$ cat config.mk
export PLATFORM = sky130hd
export DESIGN_NAME = median_filter_3x3_interior_unit
export DESIGN_NICKNAME = d
export VERILOG_FILES = /design/src/design/mf3_pkg.sv /design/src/design/median_filter_3x3_interior_unit.sv /design/src/design/mf3_ram.sv /design/src/design/mf3_window.sv /design/src/design/mf3_median.sv
export VERILOG_INCLUDE_DIRS = /design/src /design/src/design
export SDC_FILE = /design/constraint.sdc
export NUM_CORES = 1
export LEC_CHECK = 0
export ABC_AREA = 1
export BUFFER_PORTS_ARGS = -buffer_cell sky130_fd_sc_hd__buf_4
export CORE_ASPECT_RATIO = 0.7
export CORE_MARGIN = 2
export CORE_UTILIZATION = 35
export DETAILED_ROUTE_END_ITERATION = 7
export GPL_TIMING_DRIVEN = 0
export SKIP_CTS_REPAIR_TIMING = 1
export SLEW_MARGIN = 20
export SYNTH_ARGS = -nofsm -noshare
export SYNTH_HDL_FRONTEND = slang
export SYNTH_SLANG_ARGS = --single-unit
$ cat constraint.sdc
create_clock -name i_clk -period 6.5 [get_ports i_clk]
set_input_delay 0.65 -clock i_clk [delete_from_list [all_inputs] [get_ports i_clk]]
set_output_delay 0.65 -clock i_clk [all_outputs]
set_load 0.01 [all_outputs]
$ cat src/design/median_filter_3x3_interior_unit_macros.svh
// Assertion macros for the design file that checks its own logic.
`ifndef MEDIAN_FILTER_3X3_INTERIOR_UNIT_MACROS_SVH
`define MEDIAN_FILTER_3X3_INTERIOR_UNIT_MACROS_SVH

// Checked on every clock edge outside reset.
`define MF3_ASSERT(lbl, prop, msg) \
    lbl: assert property (@(posedge i_clk) disable iff (!i_rst_n) prop) else $error(msg);

// Checked on every clock edge, reset included.
`define MF3_ASSERT_ALWAYS(lbl, prop, msg) \
    lbl: assert property (@(posedge i_clk) prop) else $error(msg);

`endif

$ cat src/design/mf3_pkg.sv
package mf3_pkg;

    localparam int IMAGE_WIDTH  = 16;
    localparam int IMAGE_HEIGHT = 16;

    localparam int PIX_W  = 8;
    localparam int TAPS   = 9;
    localparam int COL_W  = (IMAGE_WIDTH  > 1) ? $clog2(IMAGE_WIDTH)  : 1;
    localparam int ROW_W  = (IMAGE_HEIGHT > 1) ? $clog2(IMAGE_HEIGHT) : 1;

    // One line buffer entry holds the pixel two rows up and the one a row up.
    localparam int LINE_W = 2 * PIX_W;

    typedef logic [PIX_W-1:0] t_pix;

    // A complete 3x3 window: taps 0..2 oldest column, 3..5 middle, 6..8 newest.
    typedef struct packed {
        logic [TAPS-1:0][PIX_W-1:0] taps;
        logic                       eof;
    } t_win;

endpackage

$ cat src/design/median_filter_3x3_interior_unit.sv
// Channel   Direction  Handshake         Payload
// pixel     in         i_valid/o_stall   i_pixel (8-bit, raster order)
// median    out        o_valid/i_stall   o_median_value (8-bit), o_end_of_frame
//
// One pixel is taken per clock while o_stall is low; the line buffer memory is
// read and written once per pixel, which sets that rate. Reset clears the raster
// counters, the window columns and all valid flags; line buffer contents stay
// unknown until the first two rows of a frame have passed. A stall on the output
// first fills the bubbles of the compare pipeline and then reaches the input as
// o_stall.
module median_filter_3x3_interior_unit import mf3_pkg::*; (
    input  logic i_clk,
    input  logic i_rst_n,
    input  logic i_valid,
    output logic o_stall,
    input  t_pix i_pixel,
    output logic o_valid,
    input  logic i_stall,
    output t_pix o_median_value,
    output logic o_end_of_frame
);

`include "median_filter_3x3_interior_unit_macros.svh"

    // The window builder tracks the raster position, keeps the two rows above in
    // one memory and hands every interior 3x3 window to the compare pipeline.
    logic win_valid;
    logic win_ready;
    t_win win;

    mf3_window u_window (
        .i_clk      (i_clk),
        .i_rst_n    (i_rst_n),
        .i_valid    (i_valid),
        .o_stall    (o_stall),
        .i_pixel    (i_pixel),
        .o_win_valid(win_valid),
        .i_win_ready(win_ready),
        .o_win      (win)
    );

    // The compare pipeline sorts each column, then reduces the three sorted
    // columns to the fifth smallest value, and keeps it in an output register.
    mf3_median u_median (
        .i_clk         (i_clk),
        .i_rst_n       (i_rst_n),
        .i_win_valid   (win_valid),
        .o_win_ready   (win_ready),
        .i_win         (win),
        .o_valid       (o_valid),
        .i_stall       (i_stall),
        .o_median_value(o_median_value),
        .o_end_of_frame(o_end_of_frame)
    );

    // Nothing is reported in the cycle after reset.
    `MF3_ASSERT_ALWAYS(a_no_out_after_reset, !i_rst_n |=> !o_valid, "output valid after reset")

    // With the output register empty, no back pressure can reach the input.
    `MF3_ASSERT(a_empty_no_stall, !o_valid |-> !o_stall, "input stalled with empty output")

    // The first pixel of a frame never completes a window.
    `MF3_ASSERT(a_frame_restart, win_valid && win_ready && win.eof |=> !win_valid,
                "window issued right after frame end")

endmodule

$ cat src/design/mf3_ram.sv
module mf3_ram #(
    parameter int WIDTH = 8,
    parameter int DEPTH = 16
) (
    input  logic                     i_clk,
    input  logic                     i_we,
    input  logic [$clog2(DEPTH)-1:0] i_waddr,
    input  logic [WIDTH-1:0]         i_wdata,
    input  logic                     i_re,
    input  logic [$clog2(DEPTH)-1:0] i_raddr,
    output logic [WIDTH-1:0]         o_rdata
);

    logic [WIDTH-1:0] r_mem [DEPTH];
    logic [WIDTH-1:0] r_rdata;

    always_ff @(posedge i_clk) begin
        if (i_we) begin
            r_mem[i_waddr] <= i_wdata;
        end
        if (i_re) begin
            r_rdata <= r_mem[i_raddr];
        end
    end

    assign o_rdata = r_rdata;

endmodule

$ cat src/design/mf3_window.sv
module mf3_window import mf3_pkg::*; (
    input  logic       i_clk,
    input  logic       i_rst_n,
    input  logic       i_valid,
    output logic       o_stall,
    input  t_pix       i_pixel,
    output logic       o_win_valid,
    input  logic       i_win_ready,
    output t_win       o_win
);

    // Raster counters, advanced on every accepted pixel.
    logic [COL_W-1:0] r_col, n_col;
    logic [ROW_W-1:0] r_row, n_row;

    // Stage one: the pixel whose line buffer entry is being read.
    logic             r_s1_v;
    t_pix             r_s1_px;
    logic [COL_W-1:0] r_s1_col;
    logic             r_s1_emit;
    logic             r_s1_eof;

    // Two previous window columns, each top, middle, bottom.
    t_pix r_wc [6];

    logic              s1_go;
    logic              accept;
    logic              s1_fire;
    logic [LINE_W-1:0] rdata;
    t_pix              top;
    t_pix              mid;

    assign s1_go   = !r_s1_v || !r_s1_emit || i_win_ready;
    assign o_stall = !s1_go;
    assign accept  = i_valid && s1_go;
    assign s1_fire = r_s1_v && s1_go;

    assign top = rdata[LINE_W-1:PIX_W];
    assign mid = rdata[PIX_W-1:0];

    // The entry at column c is read on accepting its pixel and written back as that
    // pixel leaves stage one; the next read is at the following column, so the two never collide.
    mf3_ram #(
        .WIDTH(LINE_W),
        .DEPTH(IMAGE_WIDTH)
    ) u_lines (
        .i_clk  (i_clk),
        .i_we   (s1_fire),
        .i_waddr(r_s1_col),
        .i_wdata({mid, r_s1_px}),
        .i_re   (accept),
        .i_raddr(r_col),
        .o_rdata(rdata)
    );

    always_comb begin
        n_col = r_col;
        n_row = r_row;
        if (r_col == COL_W'(IMAGE_WIDTH - 1)) begin
            n_col = '0;
            if (r_row == ROW_W'(IMAGE_HEIGHT - 1)) begin
                n_row = '0;
            end else begin
                n_row = r_row + 1'b1;
            end
        end else begin
            n_col = r_col + 1'b1;
        end
    end

    always_ff @(posedge i_clk) begin
        if (!i_rst_n) begin
            r_col  <= '0;
            r_row  <= '0;
            r_s1_v <= 1'b0;
            for (int k = 0; k < 6; k++) begin
                r_wc[k] <= '0;
            end
        end else begin
            if (accept) begin
                r_col <= n_col;
                r_row <= n_row;
            end
            if (s1_go) begin
                r_s1_v <= i_valid;
            end
            if (s1_fire) begin
                r_wc[0] <= r_wc[3];
                r_wc[1] <= r_wc[4];
                r_wc[2] <= r_wc[5];
                r_wc[3] <= top;
                r_wc[4] <= mid;
                r_wc[5] <= r_s1_px;
            end
        end
    end

    always_ff @(posedge i_clk) begin
        if (accept) begin
            r_s1_px   <= i_pixel;
            r_s1_col  <= r_col;
            r_s1_emit <= (r_row >= ROW_W'(2)) && (r_col >= COL_W'(2));
            r_s1_eof  <= (r_row == ROW_W'(IMAGE_HEIGHT - 1)) &&
                         (r_col == COL_W'(IMAGE_WIDTH - 1));
        end
    end

    assign o_win_valid = r_s1_v && r_s1_emit;

    always_comb begin
        for (int k = 0; k < 6; k++) begin
            o_win.taps[k] = r_wc[k];
        end
        o_win.taps[6] = top;
        o_win.taps[7] = mid;
        o_win.taps[8] = r_s1_px;
        o_win.eof     = r_s1_eof;
    end

endmodule

$ cat src/design/mf3_median.sv
module mf3_median import mf3_pkg::*; (
    input  logic i_clk,
    input  logic i_rst_n,
    input  logic i_win_valid,
    output logic o_win_ready,
    input  t_win i_win,
    output logic o_valid,
    input  logic i_stall,
    output t_pix o_median_value,
    output logic o_end_of_frame
);

    // Sorts three values; element 0 is the smallest.
    function automatic logic [2:0][PIX_W-1:0] sort3(t_pix a, t_pix b, t_pix c);
        t_pix x0;
        t_pix x1;
        t_pix y1;
        t_pix y2;
        logic [2:0][PIX_W-1:0] s;
        x0 = (a < b) ? a : b;
        x1 = (a < b) ? b : a;
        y1 = (x1 < c) ? x1 : c;
        y2 = (x1 < c) ? c : x1;
        s[0] = (x0 < y1) ? x0 : y1;
        s[1] = (x0 < y1) ? y1 : x0;
        s[2] = y2;
        return s;
    endfunction

    logic rdy2, rdy3, rdy4, rdyo;

    logic                   r_v2;
    t_win                   r_w2;
    logic                   r_v3;
    logic [2:0][2:0][PIX_W-1:0] r_col3;
    logic                   r_eof3;
    logic                   r_v4;
    t_pix                   r_lo4, r_md4, r_hi4;
    logic                   r_eof4;
    logic                   r_vo;
    t_pix                   r_med;
    logic                   r_eofo;

    logic [2:0][PIX_W-1:0]  srt_lo, srt_md, srt_hi, srt_fin;

    assign rdyo = !r_vo || !i_stall;
    assign rdy4 = !r_v4 || rdyo;
    assign rdy3 = !r_v3 || rdy4;
    assign rdy2 = !r_v2 || rdy3;
    assign o_win_ready = rdy2;

    // Median of nine: with each column sorted, the answer is the median of the
    // largest low, the median of the middles and the smallest high.
    assign srt_lo  = sort3(r_col3[0][0], r_col3[1][0], r_col3[2][0]);
    assign srt_md  = sort3(r_col3[0][1], r_col3[1][1], r_col3[2][1]);
    assign srt_hi  = sort3(r_col3[0][2], r_col3[1][2], r_col3[2][2]);
    assign srt_fin = sort3(r_lo4, r_md4, r_hi4);

    always_ff @(posedge i_clk) begin
        if (!i_rst_n) begin
            r_v2 <= 1'b0;
            r_v3 <= 1'b0;
            r_v4 <= 1'b0;
            r_vo <= 1'b0;
        end else begin
            if (rdy2) begin
                r_v2 <= i_win_valid;
            end
            if (rdy3) begin
                r_v3 <= r_v2;
            end
            if (rdy4) begin
                r_v4 <= r_v3;
            end
            if (rdyo) begin
                r_vo <= r_v4;
            end
        end
    end

    always_ff @(posedge i_clk) begin
        if (rdy2) begin
            r_w2 <= i_win;
        end
        if (rdy3) begin
            for (int c = 0; c < 3; c++) begin
                r_col3[c] <= sort3(r_w2.taps[3*c], r_w2.taps[3*c+1], r_w2.taps[3*c+2]);
            end
            r_eof3 <= r_w2.eof;
        end
        if (rdy4) begin
            r_lo4  <= srt_lo[2];
            r_md4  <= srt_md[1];
            r_hi4  <= srt_hi[0];
            r_eof4 <= r_eof3;
        end
        if (rdyo) begin
            r_med  <= srt_fin[1];
            r_eofo <= r_eof4;
        end
    end

    assign o_valid        = r_vo;
    assign o_median_value = r_med;
    assign o_end_of_frame = r_eofo;

endmodule

# --- Word-level counts from Yosys, hierarchy flattened ---
# Memory sizes are Yosys's and may differ from the RTL's. A register that Yosys moved wholly into a read port is not among the register bits.
# Index checks and enable logic that the tools add are counted.
word_totals:
  register_bits: 183
  latchBits: 0
  ram_bits: 304
  rom_bits: 0
  inputBits: 12
  output_inout_bits: 11
  elab_cells: 133
  n_memories: 2
op_classes:
  n_addsub: 2
  n_mul: 0
  n_div: 0
  magnitude_cmp: 22
  eq_ne: 2
  n_shift: 0
  muxes: 45
  n_bitwise: 6
  n_reduce_logical: 20
memory_table:
  columns: ["memory", "words", "width", "read_ports", "rd_ports_with_merged_regs", "write_ports", "line", "source"]
  rows:
  - ["u_window.u_lines.r_mem", 16, 16, 1, 1, 1, "mf3_ram.sv:14", "logic [WIDTH-1:0] r_mem [DEPTH];"]
  - ["u_window.r_wc", 6, 8, 6, 3, 6, "mf3_window.sv:24", "t_pix r_wc [6];"]
ops:
  columns: ["operator", "count"]
  rows:
  - ["$mux W8", 38]
  - ["$lt A8 B8 Y1", 20]
  - ["$add A4 B1 Y4 const B", 2]
  - ["$eq A4 B4 Y1 const B", 2]
  - ["$ge A4 B2 Y1 const B", 2]
  - ["$logic_not A1 Y1", 8]
  - ["$mux W4", 2]
  - ["$logic_or A1 B1 Y1", 6]
  - ["$or A1 B1 Y1", 6]
  - ["$logic_and A1 B1 Y1", 5]
  - ["$mux W1", 5]
  - ["$reduce_and A2 Y1", 1]

# --- Logic depth before layout (Yosys ltp) ---
# Gate-level depths: netlist (run 1).
logic_depth:
  ltp_word: 11
  depth_mapped: 32
  depth_no_buf: 28

# --- By module ---
# Synthesis (run 1) repeated with hierarchy kept, for this count alone.
unflattened:
  hier_cells: 2816
  area_unflattened_um2: 26715.6
modules_own_cells:
  columns: ["module", "n_inst", "cells_per_inst", "area_per_inst_um2", "seq_area_each_um2"]
  rows:
  - ["mf3_median", 1, 1491, 12283.0, 5485.3]
  - ["mf3_ram", 1, 1074, 11541.1, 8167.8]
  - ["mf3_window", 1, 251, 2891.5, 2042.0]

# --- Worst setup path before layout (run 1) ---
# Ideal clock, no wire load.
synth_timing:
  kind: "input port to flip-flop"
  start: "in i_stall"
  end: "mem u_window.r_wc[0][0] (netlist name), enable pin"
  setup_time_ns: 0.406
  t_arrival_ns: 6.246
  t_required_ns: 6.094
  slack_ns: -0.152
  stages: 11
  path_buffers: 0
  path_cell_list: "nand2_1 > nor2_1 > inv_1 > nor2_1 > inv_1 > nor2_1 > inv_1 > nor2_1 > inv_1 > nand2_1 > nand2_1"
synth_rtl:
  columns: ["element", "line", "source"]
  rows:
  - ["start, declared", "median_filter_3x3_interior_unit.sv:18", "input logic i_stall,"]
  - ["end, declared", "mf3_window.sv:24", null]

==> summary.md, run 1 <==
| Metric | Value |
|---|---|
| Worst R2R Setup Slack | `0.82 ns` |
| Worst Max-Slew Pin Slew | `1.11 ns` |
| Hold Startpoint | `i_pixel[6]` |
| MaxCap Viol Count | `0` |
| Footprint of the multi-input gates | `8170 um^2` |
| Tcrit/Tclk final | `87.4%` |
| Vias per Instance | `5.12` |
| Clock buffer depth | `3` |
| Mapped Nets | `2607` |
| DPL Wire Length | `49000 um` |
| Power Dens Cells | `485 nW/um^2` |
| Ys async rst share | `0%` |
| Top cells by area, synth | `edfxtp_1 61%, nand2_1 7.4%, ha_1 7.1%` |
| Top FF cell, synth | `edfxtp_1` |
| DRC | `0` |
| Final core utilization | `40.3%` |
| Fill cells | `6929` |
| Largest net degree at the start of global routing | `64` |
| Die Span Y | `229 um` |
| Root Buffer Master | `clkbuf_16` |
| Hold depth | `1` |
| Total gr overflow | `0` |
| Buffers on Ports | `22` |
| Rows | `82` |
| Critical path startpoint | `u_median.r_lo4[7]` |
| Synth Area per Inst | `10.3 um^2` |
| Antenna cells | `0` |
| Vias | `18200` |
| Number of synthesized flops with an enable pin | `514` |
| Worst Path Buf+Inv | `5` |
| Starting Density | `35.4%` |
| Seq/Total Area, Yosys | `62.0%` |
| RSZ-0062 raised after global routing | `no` |
| R2R Path Start | `u_median.r_lo4[7]` |
| Yosys warning count | `0` |
| Maximum clock frequency | `0.176 GHz` |
| Vias in the first global route | `17600` |
| Most frequent CP cell | `nand2_1` |
| Area Overhead vs Synth | `13.9%` |
| Clock sinks | `527` |
| Critical path class | `reg -> reg` |
| Synth Instances | `2451` |
| Die area | `74600 um^2` |
| Die X | `326 um` |
| Layout Skew | `0.0517 ns` |
| CP top delay family | `compound AO/OA/AOI/OAI gates` |
| Reg2Reg Capture Point | `u_median.o_median_value[1]` |
| Final hold violation count | `0` |
| Ratio of cells with drive above 1 in the final layout | `7.56%` |
| Worst rel slew slack | `25.7%` |
| Status | `complete, no violations` |
| Max Slew Vio Count | `0` |
| Peak supply drop | `0.363 mV` |
| Worst Setup Start Kind | `flop` |
| Cell Area, Synth | `25300 um^2` |
| Fin crit period | `5.68 ns` |
| WP data required | `6.83 ns` |
| Post-DRT Antenna Nets | `0` |
| Unique cell type count in the Yosys netlist | `30` |
| Placer Congestion | `0.865` |
| HP Class | `in -> reg` |
| WHS Endpoint | `u_window.r_s1_px[6]` |
| Final nets | `2705` |
| Final setup viols | `0` |
| Synthesized flop and latch total | `527` |
| Crit-path max FO | `10` |
| Overall Global Routing Usage | `17.9%` |
| Drt first pass iters | `6` |
| First-pass GRT wire length | `103000 um` |
| Inserted Clock Buffers | `53` |
| Crit-path slowest cell | `a211oi_1` |
| Fin Setup TNS | `0 ns` |
| Crit path DAT | `6.00 ns` |
| Leak pwr | `11.7 nW` |
| Worst-path clk slew | `0.06 ns` |
| Worst skew pair latency | `0.63 ns` |
| WL/cell | `18.9 um` |
| Yosys top cell by area | `edfxtp_1` |
| CP endpoint kind | `flop` |
| R2R depth | `25` |
| I/O Pins | `23` |
| Core area | `71600 um^2` |
| DRT iter0 DRCs | `2108` |
| Routed Wire Length | `67100 um` |
| Synth top area share | `60.9%` |
| CTS tree | `built` |
| H-Tree Depth | `2` |
| Largest stage delay on the critical path | `0.84 ns` |
| Initial antenna violation count | `5` |
| Reg area | `15700 um^2` |
stage by stage:
| stage | cells | power (mW) | setup slack (ns) | instance area (um^2) | hold WS [ns] |
|---|---|---|---|---|---|
| 5_1_grt | 3558 | 15.2 | 0.305 | 28800 | 0.168 |
| 2_1_floorplan | 2451 | 9.16 | 0.462 | 25300 | 0.400 |
| 4_1_cts | 3558 | 14.0 | 0.950 | 28800 | 0.161 |
| 3_5_place_dp | 3460 | 10.9 | 0.990 | 27100 | 0.405 |
| 6_report | 3558 | 14.0 | 0.822 | 28800 | 0.191 |
| 3_3_place_gp | 3439 | 10.5 | -1.70 | 26700 | 0.408 |
flip-flops by register name (all words and copies together) (netlist names), 4 cells and up:
name                      cells
u_median.r_col3              72
u_median.r_w2                73
u_median.r_md4                8
u_window.r_row                4
u_window.u_lines.r_mem      256
u_median.r_hi4                8
u_median.o_median_value       8
u_median.r_lo4                8
u_window.u_lines.o_rdata     16
u_window.r_wc                48
u_window.r_col                4
u_window.r_s1_px              8
u_window.r_s1_col             4
synth_stat cells, drive strengths merged, types with 14 or more instances:
cell and n:
a211oi 14, a21oi 99, buf 35, clkbuf 60, edfxtp 514, ha 144
inv 287, nand2 518, nand3 127, nor2 277, o21ai 262, o221ai 22
o22ai 42
power breakdown:
part	internal (mW)	switching [mW]	leakage [nW]	total (mW)
combinational	2.08	4.09	5.59	6.17
sequential	4.46	0.261	5.22	4.72
clock	1.76	1.34	0.856	3.10
total	8.29	5.69	11.7	14.0
cells in the final DEF (no fill, tap or decap), types with 53 or more instances in the layout:
cell       Yosys  layout
ha_1         144     144
edfxtp_1     514     514
inv_1        287     283
nand3_1      127     127
nor2_1       277     261
o21ai_0      261     261
nand2_1      500     499
clkbuf_1      60      69
a21oi_1       99      99
clkbuf_16      0      53
layer usage:
metal  GRT usage [%]  wire [um]  up-vias
met5               0          0        -
met2            25.1      26900      755
li1                -          -     8622
met4            4.18       1270        0
met1            27.9      32500     8748
met3            3.74       6500       79
cells by family (layout without fill, tap and decap cells):
family                     after synthesis  after routing  share of synthesized area [%]
buffers and inverters                  384            525                           5.95
xor gates and xnor gates                 1              1                         0.0346
adders and majority gates              144            144                           7.11
and+or+nand+nor                        936            936                           14.9
AOI/OAI and AO/OA                      459            459                           10.0
DFF                                    527            527                           62.0
layout make-up:
| type | count | share of cell area (%) |
|---|---|---|
| well taps | 966 | 4.19 |
| inverters | 289 | 3.78 |
| flip-flops and latches | 527 | 54.4 |
| multi-input cells | 1540 | 28.3 |
| plain buffers | 95 | 1.47 |
| repair buffers | 43 | 1.71 |
| clock inverters | 32 | 1.21 |
| clock buffers | 66 | 4.91 |
worst max path at each step:
stage / slack [ns] / cells after the start / endpoint
final: 0.82 / 25 / u_median.o_median_value[1]
after global routing: 0.30 / 24 / u_median.o_median_value[1]
after CTS: 0.95 / 24 / u_median.o_median_value[2]
after detailed placement: 0.99 / 24 / u_median.o_median_value[2]
after global placement: -1.70 / 14 / u_window.u_lines.r_mem[0][4]
after floorplan: 0.46 / 11 / u_window.r_wc[0][0]
Note: power is estimated with default switching activity, not from simulation.
==> inputs of run 2 (changes only) <==
==> constraint.sdc (replaced) <==
create_clock -name i_clk -period 6.7 [get_ports i_clk]
set_input_delay 0.67 -clock i_clk [delete_from_list [all_inputs] [get_ports i_clk]]
set_output_delay 0.67 -clock i_clk [all_outputs]
set_load 0.01 [all_outputs]
==> run 2 against run 1 <==
Wire length increased by 0.31%. Fmax rose by 1.0%. Flip-flop and latch count is the same. Non-clock buffer count down 1. Via count up 0.68%. Final area fell by 0.17%. Sequential power shrank 3%. Core utilization shrank 0.070 points. Clock skew increased by 0.021 ns. Clock-buffer cell count down 3. Cell count about the same. First-iteration DRC count down 0.90%. Critical endpoint is now u_median.r_col3[60]. Largest cell class unchanged.
==> summary.md, run 2 (synthesis gave the netlist of run 1 again) <==
| Metric | Value |
|---|---|
| Inserted Clock Buffers | `52` |
| Tcrit/Tclk final | `83.9%` |
| Biggest regs | `u_window.u_lines.r_mem x256, u_median.r_w2 x73, u_median.r_col3 x72` |
| Layout Skew | `0.0731 ns` |
| Buffers on Ports | `22` |
| Worst-path clk slew | `0.06 ns` |
| Max Slew Vio Count | `0` |
| Post-DRT Antenna Nets | `0` |
| Worst R2R Setup Slack | `1.08 ns` |
| Worst Setup Start Kind | `flop` |
| Combinational cell fraction of total power | `44.3%` |
| Crit-path max FO | `10` |
| Vias in the first global route | `17300` |
| DRT iter0 DRCs | `2089` |
| Total gr overflow | `0` |
| Initial antenna violation count | `6` |
| Worst Max-Slew Pin Slew | `1.05 ns` |
| Antenna cells | `0` |
| Largest net degree at the start of global routing | `64` |
| Core area | `71600 um^2` |
| Placer Congestion | `0.891` |
| Final setup viols | `0` |
| Vias | `18300` |
| Die area | `74600 um^2` |
| Vias per Instance | `5.16` |
| Fin crit period | `5.62 ns` |
| Clock power share | `21.9%` |
| Pre-CTS setup slack | `1.19 ns` |
| Root Buffer Master | `clkbuf_16` |
| Maximum clock frequency | `0.178 GHz` |
| Status | `complete, no violations` |
| WL/cell | `18.9 um` |
| Seq pwr share | `33.9%` |
| Area Overhead vs Synth | `13.7%` |
| Power Dens Cells | `469 nW/um^2` |
| DRC | `0` |
| Overall Global Routing Usage | `17.8%` |
| First-pass GRT wire length | `102000 um` |
| Crit path DAT | `6.05 ns` |
| Final hold violation count | `0` |
| Peak supply drop | `0.302 mV` |
| DPL Wire Length | `49400 um` |
| Worst skew pair latency | `0.65 ns` |
| Die X | `326 um` |
| Placed Instances | `3459` |
| Clock sinks | `527` |
| Commonest non-fill, non-tap cell in the layout | `edfxtp_1` |
| CTS tree | `built` |
| Most frequent cells in the layout | `514 x edfxtp_1, 499 x nand2_1, 283 x inv_1` |
| Worst rel slew slack | `29.7%` |
| Die Span Y | `229 um` |
| Non-Filler Instances | `3555` |
| Critical path class | `reg -> reg` |
| Hold slack | `0.191 ns` |
| NetSw | `5.51 mW` |
| Drt first pass iters | `5` |
| Biggest register | `u_window.u_lines.r_mem` |
| H-Tree Depth | `2` |
| Rows | `82` |
| Sw Share | `40.8%` |
| I/O Pins | `23` |
| Leak pwr | `11.6 nW` |
| Ratio of cells with drive above 1 in the final layout | `7.22%` |
| MaxCap Viol Count | `0` |
| RSZ-0062 raised after global routing | `no` |
| WP data required | `7.14 ns` |
| HP Class | `in -> reg` |
| Internal power | `8.00 mW` |
| Worst setup margin | `1.08 ns` |
| CP endpoint kind | `flop` |
| Max FFs per register | `256` |
| Starting Density | `35.4%` |
| Clock buffer depth | `3` |
| Final nets | `2703` |
| Routed Wire Length | `67300 um` |
| Power, Total | `13.5 mW` |
## run 2: changes by cell type in the layout (fill, tap and decap cells not counted), moves of 2 or more
cell,previous run,this run
clkinv_2,8,6
inv_16,2,0
clkinv_1,12,16
clkinv_16,1,3
clkinvlp_4,4,1
clkbuf_1,69,71
clkbuf_8,4,0
## run 2: area by class of cell
cell class                 instances  area, um^2
fill                            6896       42800
sequential                       527       15700
multi-input combinational       1540        8170
clock buffer                      63        1340
tap                              966        1210
inverter                         289        1090
timing repair buffer              42         478
buffer                            95         423
clock inverter                    33         389
## run 2: power by group through the flow
| stage | clock, mW | combinational (mW) | sequential, mW |
|---|---|---|---|
| 3_5_place_dp | 0 | 5.89 | 4.64 |
| 5_1_grt | 3.14 | 6.92 | 4.61 |
| 6_report | 2.96 | 5.98 | 4.58 |
| 3_3_place_gp | 0 | 5.65 | 4.63 |
| 2_1_floorplan | 0 | 4.35 | 4.53 |
| 4_1_cts | 3.02 | 5.92 | 4.57 |
## run 2: metal layers
| metal | part of all wire, % | track usage [%] | vias up |
|---|---|---|---|
| met4 | 2.3 | 4.87 | 2 |
| li1 | - | - | 8630 |
| met3 | 10 | 4.03 | 103 |
| met2 | 40 | 24.6 | 762 |
| met1 | 48 | 27.5 | 8831 |
| met5 | 0.019 | 0 | - |
## run 2: metrics by stage
step / TNS, ns / instance area (um^2) / util (%)
finish: 0 / 28800 / 40.2
CTS: 0 / 28800 / 40.2
global route: 0 / 28800 / 40.2
detailed placement: 0 / 27100 / 37.8
global placement: -805.72 / 26700 / 37.3
floorplan: 0 / 25300 / -
## run 2: worst max-delay path: stages (launching register included)
cell and delay [ns]:
edfxtp_1 0.52, ha_1 0.34, nand2_1 0.06, nand2_1 0.05
nand2_1 0.05, nand2_1 0.05, nand2_1 0.10, nand2_2 0.08
buf_2 0.17, buf_2 0.18, o21ai_0 0.52, ha_1 0.36
a21oi_1 0.13, nor2_1 0.06, a211oi_1 0.33, nand2_2 0.11
buf_2 0.19, inv_1 0.08, nand2_1 0.04, o21ai_0 0.20
inv_1 0.09, ha_1 0.30, a21oi_1 0.15, nor2_1 0.07
a211oi_2 0.50, clkbuf_1 0.39, nand3_1 0.13, nand2_1 0.12
## run 2: worst paths after layout
kind,depth (start not counted),to,from
worst max-delay path,27,u_median.r_col3[60],u_median.r_w2[50]
worst min-delay path,1,u_window.r_s1_px[3],i_pixel[3]
worst max register to register,27,u_median.r_col3[60],u_median.r_w2[50]
worst min register to register,0,u_median.r_w2[5],u_window.r_wc[0][4]
